File: src/design/vdp_pkg.sv
// Package: shared types, constants and helpers for the video DAC palette register block.
package vdp_pkg;

    localparam int PALETTE_ENTRIES = 256;
    localparam int PAL_AW          = $clog2(PALETTE_ENTRIES);
    localparam int LANES           = 3;

    localparam logic [PAL_AW-1:0] PAL_ADDR_ONE  = PAL_AW'(1);
    localparam logic [PAL_AW-1:0] PAL_ADDR_LAST = PAL_AW'(PALETTE_ENTRIES - 1);

    localparam logic [7:0] MODE_BLANK_BIT = 8'h80;
    localparam logic [7:0] DAC_CTRL_MASK  = 8'h7F;
    localparam logic [2:0] STRAP_RESET    = 3'h6;

    typedef enum logic [1:0] {
        FUNC_READ   = 2'd0,
        FUNC_WRITE  = 2'd1,
        FUNC_LOOKUP = 2'd2,
        FUNC_NONE   = 2'd3
    } t_func;

    // Video control window offsets; 4..7 are beam counters.
    typedef enum logic [2:0] {
        CTL_MODE  = 3'd0,
        CTL_DEPTH = 3'd1,
        CTL_SENSE = 3'd2,
        CTL_TEST  = 3'd3,
        CTL_BEAM0 = 3'd4,
        CTL_BEAM1 = 3'd5,
        CTL_BEAM2 = 3'd6,
        CTL_BEAM3 = 3'd7
    } t_ctl_off;

    // Palette DAC window offsets (low two bits of reg_offset).
    typedef enum logic [1:0] {
        DAC_ADDR = 2'd0,
        DAC_DATA = 2'd1,
        DAC_CTRL = 2'd2,
        DAC_KEY  = 2'd3
    } t_dac_off;

    typedef enum logic [2:0] {
        DEPTH_1BPP   = 3'd0,
        DEPTH_2BPP   = 3'd1,
        DEPTH_4BPP   = 3'd2,
        DEPTH_DIRECT = 3'd4
    } t_depth;

    typedef enum logic [1:0] {
        LANE_RED   = 2'd0,
        LANE_GREEN = 2'd1,
        LANE_BLUE  = 2'd2
    } t_lane;

    typedef struct packed {
        logic [1:0] func;
        logic       window_select;
        logic [2:0] reg_offset;
        logic [7:0] write_byte;
        logic [7:0] pixel_value;
    } t_req;

    typedef struct packed {
        logic [7:0] read_byte;
        logic [7:0] red;
        logic [7:0] green;
        logic [7:0] blue;
        logic       palette_bypassed;
        logic       display_blanked;
    } t_res;

    // One palette access per request: per-lane read and write enables.
    typedef struct packed {
        logic [LANES-1:0]  re;
        logic [LANES-1:0]  we;
        logic [PAL_AW-1:0] addr;
        logic [7:0]        wdata;
    } t_mem_cmd;

    // What the result stage needs from the decoded request.
    typedef struct packed {
        logic       data_read;
        t_lane      slot;
        logic [7:0] rd_byte;
        logic       lookup;
        logic       bypass;
        logic       blanked;
    } t_s1_info;

    function automatic logic mode_has_timing(input logic [7:0] mode);
        logic ok;
        case (mode[4:0])
            5'd1, 5'd2, 5'd6, 5'd9, 5'd11, 5'd13: ok = 1'b1;
            default:                             ok = 1'b0;
        endcase
        return ok;
    endfunction

    // Depth-windowed index: low pixel bits on top, rest ones; other codes: whole pixel.
    function automatic logic [PAL_AW-1:0] lookup_index(input logic [2:0] code,
                                                       input logic [7:0] pix);
        logic [PAL_AW-1:0] idx;
        case (code)
            DEPTH_1BPP: idx = {pix[0],   7'h7F};
            DEPTH_2BPP: idx = {pix[1:0], 6'h3F};
            DEPTH_4BPP: idx = {pix[3:0], 4'hF};
            default:    idx = pix;
        endcase
        return idx;
    endfunction

endpackage

File: src/design/vdp_clut_lane.sv
// One color lane of the palette store: 256 x 8 memory with a registered read port.
module vdp_clut_lane (
    input  logic                       i_clk,
    input  logic                       i_re,
    input  logic                       i_we,
    input  logic [vdp_pkg::PAL_AW-1:0] i_addr,
    input  logic [7:0]                 i_wdata,
    output logic [7:0]                 o_rdata
);

    logic [7:0] r_mem [vdp_pkg::PALETTE_ENTRIES];
    logic [7:0] r_rd_data;

    always_ff @(posedge i_clk) begin
        if (i_we) begin
            r_mem[i_addr] <= i_wdata;
        end
        if (i_re) begin
            r_rd_data <= r_mem[i_addr];
        end
    end

    assign o_rdata = r_rd_data;

endmodule

File: config.mk
export PLATFORM = sky130hd
export DESIGN_NAME = vdp_clut_lane
export DESIGN_NICKNAME = d
export VERILOG_FILES = /design/src/design/vdp_pkg.sv /design/src/design/vdp_clut_lane.sv
export SDC_FILE = /design/constraint.sdc
export NUM_CORES = 2
export LEC_CHECK = 0
export BUFFER_PORTS_ARGS = -buffer_cell sky130_fd_sc_hd__buf_2
export CORE_MARGIN = 2
export CORE_UTILIZATION = 25
export CTS_CLUSTER_SIZE = 20
export DETAILED_ROUTE_END_ITERATION = 6
export PLACE_DENSITY_LB_ADDON = 0.12
export SYNTH_ARGS = -nofsm -noshare
export SYNTH_HDL_FRONTEND = slang
export SYNTH_SLANG_ARGS = --single-unit
export TNS_END_PERCENT = 20
File: constraint.sdc
create_clock -name i_clk -period 3.55 [get_ports i_clk]
set_clock_uncertainty 0.1 [all_clocks]
set_input_delay 0.71 -clock i_clk [delete_from_list [all_inputs] [get_ports i_clk]]
set_output_delay 0.71 -clock i_clk [all_outputs]
set_load 0.05 [all_outputs]
* Word-level counts from Yosys, hierarchy flattened *
Memory sizes are Yosys's and may differ from the RTL's. A register that Yosys moved wholly into a read port is not among the register bits.
Cells that the tools add are included.

cells by class
  muxes and demuxes = 2

operators with widths
  kind              count
  1-bit 2-to-1 mux  2

word-level totals
  word-level logic and storage cells = 3
  memories kept = 1
  memory bits (writable) = 2048
  register bits = 0
  output and inout bits = 8

memory list
  name   words  bits a word  read ports  clocked after Yosys merged registers in  wr ports  line                 text
  r_mem  256    8            1           1                                        1         vdp_clut_lane.sv:11  logic [7:0] r_mem [vdp_pkg::PALETTE_ENTRIES];

* Depth between registers and ports, before layout *
  depth after elaboration = 2
  depth in mapped cells = 10
  depth with buffers taken out = 5

* Least setup slack after synthesis *
Ideal clock, no wire load.

  path type = input-to-reg
  from = in i_addr[1] (netlist bit)
  to = mem r_mem[111][0], enable pin
  cell stages on the path = 9
  setup slack = 0.521 ns
  data arrival time = 2.559 ns
  buffers on the path = 5
  setup time = 0.370 ns
  cell sequence = buf_2 clkbuf_1 clkbuf_1 nand2_1 buf_2 nor2_1 nand2_1 clkbuf_1 nor2_1

RTL lines
  what         line                 text
  from (decl)  vdp_clut_lane.sv:6   input logic [vdp_pkg::PAL_AW-1:0] i_addr,
  to (decl)    vdp_clut_lane.sv:11

No word-level cell before the write port.

==> flow_summary.json <==
{
  "finalHoldViolCount": 0,
  "tightest_slew_ps": 1260,
  "num_io_pins": 27,
  "power.share.sequential_pct": 50.5,
  "crit_arrival_ps": 3810,
  "fin_ws_ps": 243,
  "grt_pass1_vias": 41100,
  "rows": 205,
  "die_area_mm2": 0.319,
  "cts_tree": "built",
  "final_max_slew_viol_count": 0,
  "path_cells": "buf_8 > buf_12 > buf_4 > buf_4 > mux4_2 > a22oi_1 > a21oi_1 > o41ai_1 > buf_4 > nand4_1",
  "power.share.switching_pct": 22.0,
  "synth_seq_cells": 2056,
  "worstPathMaxFanout": 13,
  "drtIter0Drc": 3261,
  "synth_compound_area_share_pct": 3.62,
  "run_status": "finished, final reports clean",
  "synthMuxAreaShare_pct": 14.7,
  "cts_made_buffers": 235,
  "post_drt_wl_per_cell_um": 28.2,
  "fmax_ghz": 0.302,
  "core_mm2": 0.312,
  "hp-class": "primary input to flip-flop",
  "clock_path_buffers": 4,
  "finalCritPeriodShare_pct": 93.2,
  "timing.critical_path.required_ps": 4050,
  "grt_max_degree": 119,
  "fin_setup_tns_ps": 0,
  "die_y_um": 565,
  "antenna_found_initial": 17,
  "die_w_um": 565,
  "fin_crit_ps": 3310,
  "netlist_area_mm2": 0.0786,
  "crit_type": "primary input to flip-flop",
  "ir_drop_mv": 0.437,
  "syn_avg_cell_area_um2": 22.2,
  "initial_core_util_pct": 25.2,
  "p_clk_share_pct": 44.3,
  "drcViolationCount": 0,
  "switching_power_w": 0.0117,
  "grt_pass1_wl_mm": 337,
  "dp_hpwl_mm": 155,
  "cts_root_buffer": "clkbuf_16",
  "vias": 38600,
  "power_frac_comb_pct": 5.2,
  "crit_buf_inv": 5,
  "mostFrequentLayoutCells": "2056 x edfxtp_1, 573 x buf_4, 512 x mux4_2",
  "dp.cells": 8133,
  "yosys_warnings": 0,
  "syn2layout_area_growth_pct": 22.6,
  "endpoint_kind": "flip-flop",
  "max_cap_violations": 0,
  "synth_fa_ha_area_share_pct": 0,
  "grt_usage_pct": 15.0,
  "preCtsSetupSlack_ps": -1030,
  "crit_family": "compound AO/OA/AOI/OAI gates",
  "powerDensity_mw_per_mm2": 551,
  "yosysSeqAreaShare_pct": 78.6,
  "finalNonFillerCells": 8560,
  "vias_per_cell": 4.51,
  "fillers": 30200,
  "worstSetupStartpointType": "primary input",
  "p_int_w": 0.0414,
  "crit_path_top_delay_cell": "o41ai_1",
  "crit_top_cell": "buf_4",
  "postCtsSetupRepairBufs": 0,
  "rsz0062_at_grt": "false",
  "syn_nets": 3566,
  "setup_viol": 0,
  "p_leak_nw": 30.1,
  "synthSimpleGateAreaFrac_pct": 1.73,
  "cts_sinks": 2056,
  "gp_congestion": 0.750,
  "slew_headroom_pct": 16.1,
  "dr.pass1.iters": 5,
  "portBuffers": 26,
  "synth_cells": 3547,
  "clock_latency_ps": 920,
  "p_total_w": 0.0531,
  "drive_gt1_share_pct": 35.1,
  "routed_wl_mm": 241,
  "cpPeakStageDelay_ps": 1000,
  "final_common_cell": "edfxtp_1",
  "layout.nets": 4249,
  "synth_cell_types": 21,
  "htreeDepth": 4,
  "grt_overflow": 0,
  "ant_nets": 0,
  "cts.clk_slew.worst_paths_ps": 60,
  "synthXorXnorAreaFrac_pct": 0,
  "synth_top_family_by_area": "multiplexers"
}
## registers in the layout, summed over array words and instances, names as in the netlist
| signal | cells |
|---|---|
| r_mem | 2048 |
| o_rdata | 8 |
## synth_stat cells
master    instances  area [um2]
nand2_1          28         105
edfxtp_1       2056       61700
nor3_1           30         150
or2_2             2        12.5
buf_6            16         180
buf_2            36         180
mux4_2          512       11500
buf_1            19        71.3
nand2b_1          6        37.5
nand4_1           8        50.1
a22oi_1         256        1920
buf_4            16         120
inv_1             1        3.75
or3_1             1        6.26
clkbuf_1        145         544
and2_1            3        18.8
nor2_1          232         871
nand3_1          13        65.1
nor2b_1           7        43.8
o41ai_1          32         280
a21oi_1         128         641
## layout make-up
class	instances	area, um2	area share, %
Tap cell	4140	5180	5.38
Inverter	1	3.75	0.00390
Clock buffer	272	6060	6.29
Sequential cell	2056	61700	64.1
Clock inverter	151	1330	1.38
Timing Repair Buffer	678	6110	6.35
Multi-Input combinational cell	1258	15900	16.5
Antenna cell	4	10.0	0.0104
## cell families after synthesis
logic type / count (synthesis)
mux: 512
buf+inv: 233
compound gates: 416
simple gates: 330
flops: 2056
## path summary, 6_finish.rpt
kind / start / end / slack, ps / cells after the start
worst min register to register: r_mem[235][2] / o_rdata[2] / 1040 / 6
worst max register to register: r_mem[111][1] / o_rdata[1] / 410 / 7
worst min-delay path: i_wdata[4] / r_mem[114][4] / 110 / 1
worst max-delay path: i_addr[0] / o_rdata[1] / 240 / 10
## metrics by stage
| step | utilization [%] | hold slack (ps) | area [um2] |
|---|---|---|---|
| after detailed placement | 28.5 | 1030 | 88900 |
| after floorplan | - | 709 | 78600 |
| final | 30.8 | 112 | 96300 |
| after global placement | 28.5 | 1030 | 88900 |
| after CTS | 30.8 | 55.8 | 96300 |
| after global routing | 30.8 | 79.0 | 96300 |
## layer usage
| metal | part of all wire (%) | wire (um) | up-vias | GRT usage [%] |
|---|---|---|---|---|
| li1 | - | - | 16500 | - |
| met1 | 45 | 108000 | 21000 | 20.5 |
| met2 | 50 | 120000 | 789 | 25.5 |
| met3 | 3.6 | 8610 | 293 | 1.84 |
| met4 | 2.2 | 5220 | 0 | 3.56 |
| met5 | 0 | 0 | - | 0 |
## what timing repair did
item	4_1_cts	5_1_grt
hold buffers	0	0
endpoints found under the hold margin	0	0
gates resized for setup	1	0
endpoints found under the setup margin	1	0
## power groups by stage
stage	Sequential (W)	Combinational, W	Clock [W]
after floorplan	0.0273	0.00119	0
after global placement	0.0273	0.00287	0
after detailed placement	0.0273	0.00288	0
after CTS	0.0268	0.00288	0.0243
after global routing	0.0268	0.00297	0.0252
final	0.0268	0.00277	0.0235
Power figures use the tool's default switching activity.
