`src/design/vdp_pkg.sv`:
```
// Package: shared types, constants and helpers for the video DAC palette register block.
package vdp_pkg;

    localparam int PALETTE_ENTRIES = 256;
    localparam int PAL_AW          = $clog2(PALETTE_ENTRIES);
    localparam int LANES           = 3;

    localparam logic [PAL_AW-1:0] PAL_ADDR_ONE  = PAL_AW'(1);
    localparam logic [PAL_AW-1:0] PAL_ADDR_LAST = PAL_AW'(PALETTE_ENTRIES - 1);

    localparam logic [7:0] MODE_BLANK_BIT = 8'h80;
    localparam logic [7:0] DAC_CTRL_MASK  = 8'h7F;
    localparam logic [2:0] STRAP_RESET    = 3'h6;

    typedef enum logic [1:0] {
        FUNC_READ   = 2'd0,
        FUNC_WRITE  = 2'd1,
        FUNC_LOOKUP = 2'd2,
        FUNC_NONE   = 2'd3
    } t_func;

    // Video control window offsets; 4..7 are beam counters.
    typedef enum logic [2:0] {
        CTL_MODE  = 3'd0,
        CTL_DEPTH = 3'd1,
        CTL_SENSE = 3'd2,
        CTL_TEST  = 3'd3,
        CTL_BEAM0 = 3'd4,
        CTL_BEAM1 = 3'd5,
        CTL_BEAM2 = 3'd6,
        CTL_BEAM3 = 3'd7
    } t_ctl_off;

    // Palette DAC window offsets (low two bits of reg_offset).
    typedef enum logic [1:0] {
        DAC_ADDR = 2'd0,
        DAC_DATA = 2'd1,
        DAC_CTRL = 2'd2,
        DAC_KEY  = 2'd3
    } t_dac_off;

    typedef enum logic [2:0] {
        DEPTH_1BPP   = 3'd0,
        DEPTH_2BPP   = 3'd1,
        DEPTH_4BPP   = 3'd2,
        DEPTH_DIRECT = 3'd4
    } t_depth;

    typedef enum logic [1:0] {
        LANE_RED   = 2'd0,
        LANE_GREEN = 2'd1,
        LANE_BLUE  = 2'd2
    } t_lane;

    typedef struct packed {
        logic [1:0] func;
        logic       window_select;
        logic [2:0] reg_offset;
        logic [7:0] write_byte;
        logic [7:0] pixel_value;
    } t_req;

    typedef struct packed {
        logic [7:0] read_byte;
        logic [7:0] red;
        logic [7:0] green;
        logic [7:0] blue;
        logic       palette_bypassed;
        logic       display_blanked;
    } t_res;

    // One palette access per request: per-lane read and write enables.
    typedef struct packed {
        logic [LANES-1:0]  re;
        logic [LANES-1:0]  we;
        logic [PAL_AW-1:0] addr;
        logic [7:0]        wdata;
    } t_mem_cmd;

    // What the result stage needs from the decoded request.
    typedef struct packed {
        logic       data_read;
        t_lane      slot;
        logic [7:0] rd_byte;
        logic       lookup;
        logic       bypass;
        logic       blanked;
    } t_s1_info;

    function automatic logic mode_has_timing(input logic [7:0] mode);
        logic ok;
        case (mode[4:0])
            5'd1, 5'd2, 5'd6, 5'd9, 5'd11, 5'd13: ok = 1'b1;
            default:                             ok = 1'b0;
        endcase
        return ok;
    endfunction

    // Depth-windowed index: low pixel bits on top, rest ones; other codes: whole pixel.
    function automatic logic [PAL_AW-1:0] lookup_index(input logic [2:0] code,
                                                       input logic [7:0] pix);
        logic [PAL_AW-1:0] idx;
        case (code)
            DEPTH_1BPP: idx = {pix[0],   7'h7F};
            DEPTH_2BPP: idx = {pix[1:0], 6'h3F};
            DEPTH_4BPP: idx = {pix[3:0], 4'hF};
            default:    idx = pix;
        endcase
        return idx;
    endfunction

endpackage

```
`src/design/vdp_reg_file.sv`:
```
// Register file and request decode for the control and palette DAC windows.
module vdp_reg_file (
    input  logic              i_clk,
    input  logic              i_rst_n,
    input  logic              i_accept,
    input  vdp_pkg::t_req     i_req,
    input  logic [2:0]        i_strap,
    output vdp_pkg::t_mem_cmd o_mem,
    output vdp_pkg::t_s1_info o_info
);

    logic [7:0]              r_mode, r_depth, r_sense, r_test, r_ctrl, r_key;
    logic [vdp_pkg::PAL_AW-1:0] r_addr;
    logic [1:0]              r_phase;

    logic [7:0]              n_mode, n_depth, n_sense, n_test, n_ctrl, n_key;
    logic [vdp_pkg::PAL_AW-1:0] n_addr;
    logic [1:0]              n_phase;

    logic [1:0]              step_phase;
    logic [vdp_pkg::PAL_AW-1:0] step_addr;
    vdp_pkg::t_lane          slot;
    logic [vdp_pkg::LANES-1:0] slot_oh;
    logic [7:0]              sense_rd;

    always_comb begin
        // Phase three never occurs; treat it as blue.
        slot = (r_phase >= 2'd2) ? vdp_pkg::LANE_BLUE : vdp_pkg::t_lane'(r_phase);
        case (slot)
            vdp_pkg::LANE_RED:   slot_oh = 3'b001;
            vdp_pkg::LANE_GREEN: slot_oh = 3'b010;
            default:             slot_oh = 3'b100;
        endcase

        step_phase = r_phase + 2'd1;
        step_addr  = r_addr;
        if (step_phase == 2'd3) begin
            step_phase = 2'd0;
            step_addr  = r_addr + vdp_pkg::PAL_ADDR_ONE;
        end

        sense_rd = {1'b0, r_sense[2:0] & i_strap, r_sense[3:0]};
    end

    always_comb begin
        n_mode  = r_mode;
        n_depth = r_depth;
        n_sense = r_sense;
        n_test  = r_test;
        n_ctrl  = r_ctrl;
        n_key   = r_key;
        n_addr  = r_addr;
        n_phase = r_phase;

        o_mem.re    = '0;
        o_mem.we    = '0;
        o_mem.addr  = r_addr;
        o_mem.wdata = i_req.write_byte;

        o_info.data_read = 1'b0;
        o_info.slot      = slot;
        o_info.rd_byte   = 8'h00;
        o_info.lookup    = 1'b0;
        o_info.bypass    = 1'b0;
        o_info.blanked   = 1'b0;

        case (vdp_pkg::t_func'(i_req.func))
            vdp_pkg::FUNC_READ: begin
                if (i_req.window_select) begin
                    case (vdp_pkg::t_dac_off'(i_req.reg_offset[1:0]))
                        vdp_pkg::DAC_ADDR: o_info.rd_byte = r_addr;
                        vdp_pkg::DAC_DATA: begin
                            o_info.data_read = 1'b1;
                            o_mem.re         = slot_oh;
                            n_addr           = step_addr;
                            n_phase          = step_phase;
                        end
                        vdp_pkg::DAC_CTRL: o_info.rd_byte = r_ctrl & vdp_pkg::DAC_CTRL_MASK;
                        default:           o_info.rd_byte = r_key;
                    endcase
                end else begin
                    case (vdp_pkg::t_ctl_off'(i_req.reg_offset))
                        vdp_pkg::CTL_MODE:  o_info.rd_byte = r_mode;
                        vdp_pkg::CTL_DEPTH: o_info.rd_byte = r_depth;
                        vdp_pkg::CTL_SENSE: o_info.rd_byte = sense_rd;
                        vdp_pkg::CTL_TEST:  o_info.rd_byte = r_test;
                        default:            o_info.rd_byte = 8'h00;
                    endcase
                end
            end
            vdp_pkg::FUNC_WRITE: begin
                if (i_req.window_select) begin
                    case (vdp_pkg::t_dac_off'(i_req.reg_offset[1:0]))
                        vdp_pkg::DAC_ADDR: begin
                            n_addr  = i_req.write_byte;
                            n_phase = 2'd0;
                        end
                        vdp_pkg::DAC_DATA: begin
                            o_mem.we = slot_oh;
                            n_addr   = step_addr;
                            n_phase  = step_phase;
                        end
                        vdp_pkg::DAC_CTRL: n_ctrl = i_req.write_byte;
                        default:           n_key  = i_req.write_byte;
                    endcase
                end else begin
                    case (vdp_pkg::t_ctl_off'(i_req.reg_offset))
                        vdp_pkg::CTL_MODE:  n_mode  = i_req.write_byte;
                        vdp_pkg::CTL_DEPTH: n_depth = i_req.write_byte;
                        vdp_pkg::CTL_SENSE: n_sense = i_req.write_byte;
                        vdp_pkg::CTL_TEST:  n_test  = i_req.write_byte;
                        default:            ;
                    endcase
                end
            end
            vdp_pkg::FUNC_LOOKUP: begin
                o_info.lookup  = 1'b1;
                o_info.blanked = ((r_mode & vdp_pkg::MODE_BLANK_BIT) != 8'h00)
                                 || !vdp_pkg::mode_has_timing(r_mode);
                if (r_depth[2:0] == vdp_pkg::DEPTH_DIRECT) begin
                    o_info.bypass = 1'b1;
                end else begin
                    o_mem.re   = '1;
                    o_mem.addr = vdp_pkg::lookup_index(r_depth[2:0], i_req.pixel_value);
                end
            end
            default: ;
        endcase

        // Only an accepted request touches state or memory.
        if (!i_accept) begin
            o_mem.re = '0;
            o_mem.we = '0;
            n_mode   = r_mode;
            n_depth  = r_depth;
            n_sense  = r_sense;
            n_test   = r_test;
            n_ctrl   = r_ctrl;
            n_key    = r_key;
            n_addr   = r_addr;
            n_phase  = r_phase;
        end
    end

    always_ff @(posedge i_clk) begin
        if (!i_rst_n) begin
            r_mode  <= 8'h00;
            r_depth <= 8'h00;
            r_sense <= 8'h00;
            r_test  <= 8'h00;
            r_ctrl  <= 8'h00;
            r_key   <= 8'h00;
            r_addr  <= '0;
            r_phase <= 2'd0;
        end else begin
            r_mode  <= n_mode;
            r_depth <= n_depth;
            r_sense <= n_sense;
            r_test  <= n_test;
            r_ctrl  <= n_ctrl;
            r_key   <= n_key;
            r_addr  <= n_addr;
            r_phase <= n_phase;
        end
    end

endmodule

```
`config.mk`:
```
export PLATFORM = sky130hd
export DESIGN_NAME = vdp_reg_file
export DESIGN_NICKNAME = d
export VERILOG_FILES = /design/src/design/vdp_pkg.sv /design/src/design/vdp_reg_file.sv
export SDC_FILE = /design/constraint.sdc
export NUM_CORES = 1
export LEC_CHECK = 0
export ABC_AREA = 1
export BUFFER_PORTS_ARGS = -buffer_cell sky130_fd_sc_hd__buf_4
export CORE_UTILIZATION = 50
export DETAILED_ROUTE_END_ITERATION = 7
export GPL_ROUTABILITY_DRIVEN = 1
export PLACE_DENSITY = 0.76
export SLEW_MARGIN = 20
export SYNTH_ARGS = -nofsm -noshare
export SYNTH_HDL_FRONTEND = slang
export SYNTH_SLANG_ARGS = --single-unit
```
`constraint.sdc`:
```
create_clock -name i_clk -period 1.3 [get_ports i_clk]
set_clock_uncertainty 0.1 [all_clocks]
set_input_delay 0 -clock i_clk [delete_from_list [all_inputs] [get_ports i_clk]]
set_output_delay 0 -clock i_clk [all_outputs]
set_load 0.05 [all_outputs]
```
* Word level (Yosys, flattened, before mapping)
Cells that the tools add are included.
** Cells by class
- Equal/unequal tests :: 22
- Reduce and logical (&&, ||, !) cells :: 17
- Muxes and demuxes :: 34
- $add $sub $neg :: 2
- Bitwise logic cells :: 3
- Order comparisons :: 1
** Operator list (number)
- $mux W8 :: 8
- $pmux W8 S3 :: 2
- $pmux W8 S2 :: 2
- $pmux W8 S4 :: 1
- $reduce_and A4 Y1 :: 6
- $eq A5 B4 Y1 const B :: 3
- $mux W3 :: 5
- $pmux W3 S2 :: 2
- $mux W2 :: 5
- $eq A3 B2 Y1 const B :: 3
- $add A8 B1 Y8 const B :: 1
- $pmux W2 S2 :: 2
- $eq A2 B1 Y1 const B :: 3
- $eq A2 B2 Y1 const B :: 3
- $eq A3 B1 Y1 const B :: 2
- $logic_not A2 Y1 :: 3
- $logic_not A3 Y1 :: 2
- $mux W1 :: 6
- $mux W6 :: 1
- $ne A2 B2 Y1 const B :: 3
- $reduce_and A6 Y1 :: 1
- $reduce_or A6 Y1 :: 1
- $eq A5 B1 Y1 const B :: 1
- $eq A5 B2 Y1 const B :: 1
- 11 further kinds :: 12
** Storage, ports and cells
- Output and inout bits :: 36
- Word-level logic and storage cells :: 87
- Register bits :: 53
- Input port bits :: 28

* Depth between registers and ports, before layout
- Depth in word-level cells :: 8
- Mapped depth :: 9
- Mapped depth without buffers :: 8

* Least setup slack after synthesis
OpenSTA, ideal clock, no wires.
- Path kind :: reg-to-output
- From :: register r_phase[1]
- To :: output o_mem[20] (netlist name)
- Data required time :: 1200 ps
- Slack :: -865 ps
- Cell stages (with the launch flop) :: 5
- Arrival time :: 2065 ps
- Path buffers :: 1
- Path through :: dfxtp_1 > buf_2 > nor2_1 > nand2_1 > a21oi_1
** RTL lines
- start, declared :: RTL line vdp_reg_file.sv:14 : logic [1:0] r_phase;
- start signal, assigned :: RTL line vdp_reg_file.sv:163 : r_phase <= n_phase;
- end, declared :: RTL line vdp_reg_file.sv:8 : output vdp_pkg::t_mem_cmd o_mem,

==> metrics <==
pin count of the biggest net entering global routing=26; Ys Warns=0; H-tree lvl count=2; setup ws final=-0.354 ns; final hold violations=1; CTS Buf Count=5; Final setup viols=27; Core Region=5920 sq um; Slew Limit Headroom=67.3%; fmax=605 MHz; Max VDD drop=639 uV; Leakage=1.96 nW; Buf+Inv Stages, Crit Path=3; post-DP HPWL=7800 um; GRT Overall Usage=33.5%; Starting Density=52.1%; Vias per Instance=6.08; clk buf depth=2; CTS tree=yes; Ports=64; starting DRC count in detailed routing=449; post-route ant nets=0; number of global-route vias before repair=3,415; Pwr Density=712 nW/um^2; Period minus WS final=1.65 ns; grt ovf=0; Syn-to-layout area delta=57.6%; kind of critical path=register to primary output; routed len/inst=19.0 um; Post-Synth Simple-Gate Area=26.3%; Die H=80.6 um; Worst path top cell family by delay=buffers and inverters; Core Rows=28; Syn Area/Cell=6.83 sq um; initial antenna violation count=0; Clock Tree Root=clkbuf_8; Metal-1 WL=4280 um; status=finished with violations; XOR/XNOR Fraction of Synth Area=0%; layout cell share with drive strength beyond 1=50.9%; final hold slack=-0.0111 ns; critical path startpoint category=register; ANT cells=0; maximum fanout along the worst path=8; DRT Pass-1 Iters=7; DRC=0; Final Util=82.1%; Worst Tran Pin Value=0.489 ns; worst skew pair latency=0.31 ns; CP max stage delay=0.37 ns; most used cell, CP=buf_6; die width=80.6 um; met3 WL=1140 um; Synth Area in Compound Gates=27.0%; final slew viol count=0; IO Port Bufs=63; Crit path arrival time=1.55 ns; routed wl met2=6070 um; global-route wire length before repair=16,200 um; Critical Path Slowest Stage Cell=dfxtp_4; multiplexer share of the synthesized area=0%; Top Metal Used=met4; Clock Pin Slew Worst Setup and Hold Paths=0.09 ns; Worst R2R Start=r_phase[1]; Seq cells post-synth=53; RSZ-0062 raised after global routing=true; synth unique cells=34; Setup WS pre-CTS=-0.112 ns; CP Launch Point=r_depth[1]; DRT Wirelength=12,200 um; Mapped Cells=452; Required @ worst endpoint=1.20 ns; hold crit path type=input pin to register; worst path cell trace=buf_6, a21oi_2, buf_6, o21ai_1, nor2_2, a21oi_4, buf_6; sequential fraction of the synthesis area=34.4%; hold_sp=i_req[21]; failing checks=hold timing, setup timing; nets@finish=594; placed cells=615; Netlist Area Pre-Place=3090 sq um; Post-Synth Adder-Cell Area=0.405%; largest family of logic cells by synthesized area=compound AO/OA/AOI/OAI gates; number of max-cap violations=0; period utilisation layout=127%; Post-Syn Nets=481; CP endpoint kind=primary output; Die ar.=6490 sq um; Placer Congestion=0.940; Finished Layout Cells=641; via count=3,895; clock sinks=53
## area by class of cell
class | instances | area (sq um)
tap | 75 | 93.8
multi-input combinational | 322 | 2170
clock inverter | 1 | 7.51
inverter | 52 | 210
timing repair buffer | 131 | 1200
fill | 374 | 1060
clock buffer | 7 | 76.3
sequential | 53 | 1110
## repair_timing
action / 4_1_cts / 5_1_grt
hold endpoints to repair: 26 / 0
hold buffers: 9 / 0
setup buffers: 9 / 6
resized for setup: 108 / 78
pin swaps: 28 / 30
setup endpoints to repair: 28 / 31
## power by group
group / switching (W) / internal [W]
clock: 0.000563 / 0.000383
combinational: 0.000560 / 0.000324
sequential: 0.0000133 / 0.00162
total: 0.00114 / 0.00233
## worst paths after layout
| path | slack (ns) | depth (start not counted) | end |
|---|---|---|---|
| setup / recovery | -0.35 | 7 | o_mem[15] |
| hold reg to reg | 0.37 | 2 | r_test[1] |
| hold / removal | -0.01 | 4 | r_phase[1] |
| setup reg to reg | -0.05 | 8 | r_addr[7] |
## logic make-up (layout without fill, tap and decap cells)
kind of cell	count (synthesis)	after routing
buf+inv	77	191
compound gates	154	154
simple gates	167	167
flops	53	53
fa+ha+maj	1	1
## Yosys cell counts
library cell	number	area (sq um)
o211ai_2	1	12.5
o21ai_1	10	50.1
inv_1	41	154
o31ai_1	1	7.51
nor2_4	9	101
nand2_2	4	25.0
nand3b_1	1	7.51
nor3_1	11	55.1
clkbuf_1	7	26.3
nand4_1	3	18.8
nand3_1	23	115
inv_4	1	6.26
a22o_1	1	8.76
o2111ai_1	1	8.76
a211oi_1	2	15.0
a21oi_1	66	330
dfxtp_1	53	1060
o21ai_0	57	285
o211ai_1	2	15.0
nand3_2	1	10.0
o221ai_1	3	26.3
o22ai_1	5	31.3
a21oi_2	5	43.8
buf_2	4	20.0
nor2_8	1	20.0
nor3_4	1	16.3
buf_4	9	67.6
nand2_4	2	22.5
buf_6	5	56.3
nor2_1	36	135
inv_2	10	37.5
nand2_1	74	278
ha_1	1	12.5
and2_1	1	6.26
## flip-flops by register name, indices dropped and copies added, names as in the netlist
name,count
r_key,8
r_mode,8
r_phase,2
r_addr,8
r_sense,4
r_test,8
r_depth,8
r_ctrl,7
## worst register-to-register path, cell delays in order (launching register included)
cell and delay [ns]:
dfxtp_4 0.37, buf_6 0.12, nand2_4 0.05, nor2_4 0.09
buf_6 0.13, nand3_1 0.09, nand3_1 0.10, nand2_1 0.07
a21oi_1 0.15
## routing by layer
layer | global-route usage, % | vias to the layer above
met2 | 58.4 | 282
met3 | 7.05 | 77
met4 | 14.6 | 0
li1 | - | 1746
met5 | 0 | -
met1 | 39.2 | 1790
## metrics by stage
| step | instance area (sq um) | setup TNS [ns] | total power (W) | hold slack (ns) |
|---|---|---|---|---|
| 2_1_floorplan | 3280 | -1.03 | 0.00215 | -0.0356 |
| 3_3_place_gp | 4070 | -0.136 | 0.00242 | 0.170 |
| 3_5_place_dp | 4070 | -0.596 | 0.00243 | 0.175 |
| 4_1_cts | 4590 | -3.65 | 0.00339 | 0.00360 |
| 5_1_grt | 4860 | -5.40 | 0.00355 | 0.0238 |
| 6_report | 4860 | -4.47 | 0.00346 | -0.0111 |
## cells in the final DEF, fill, tap and decap left out, types with 5 or more instances in the layout
cell           instances
a21oi_1               47
a21oi_2               17
a21oi_4                7
buf_4                 82
buf_6                 33
clkbuf_8               5
dfxtp_1               30
dfxtp_2               14
dfxtp_4                9
dlygate4sd3_1          9
inv_1                 29
inv_2                 18
nand2_1               57
nand2_2               18
nand2_4                5
nand3_1               15
nand3_2                7
nor2_1                18
nor2_2                 8
nor2_4                19
nor3_4                 5
o21ai_0               37
o21ai_1               16
o21ai_2               13
Note: power is estimated with default switching activity, not from simulation.
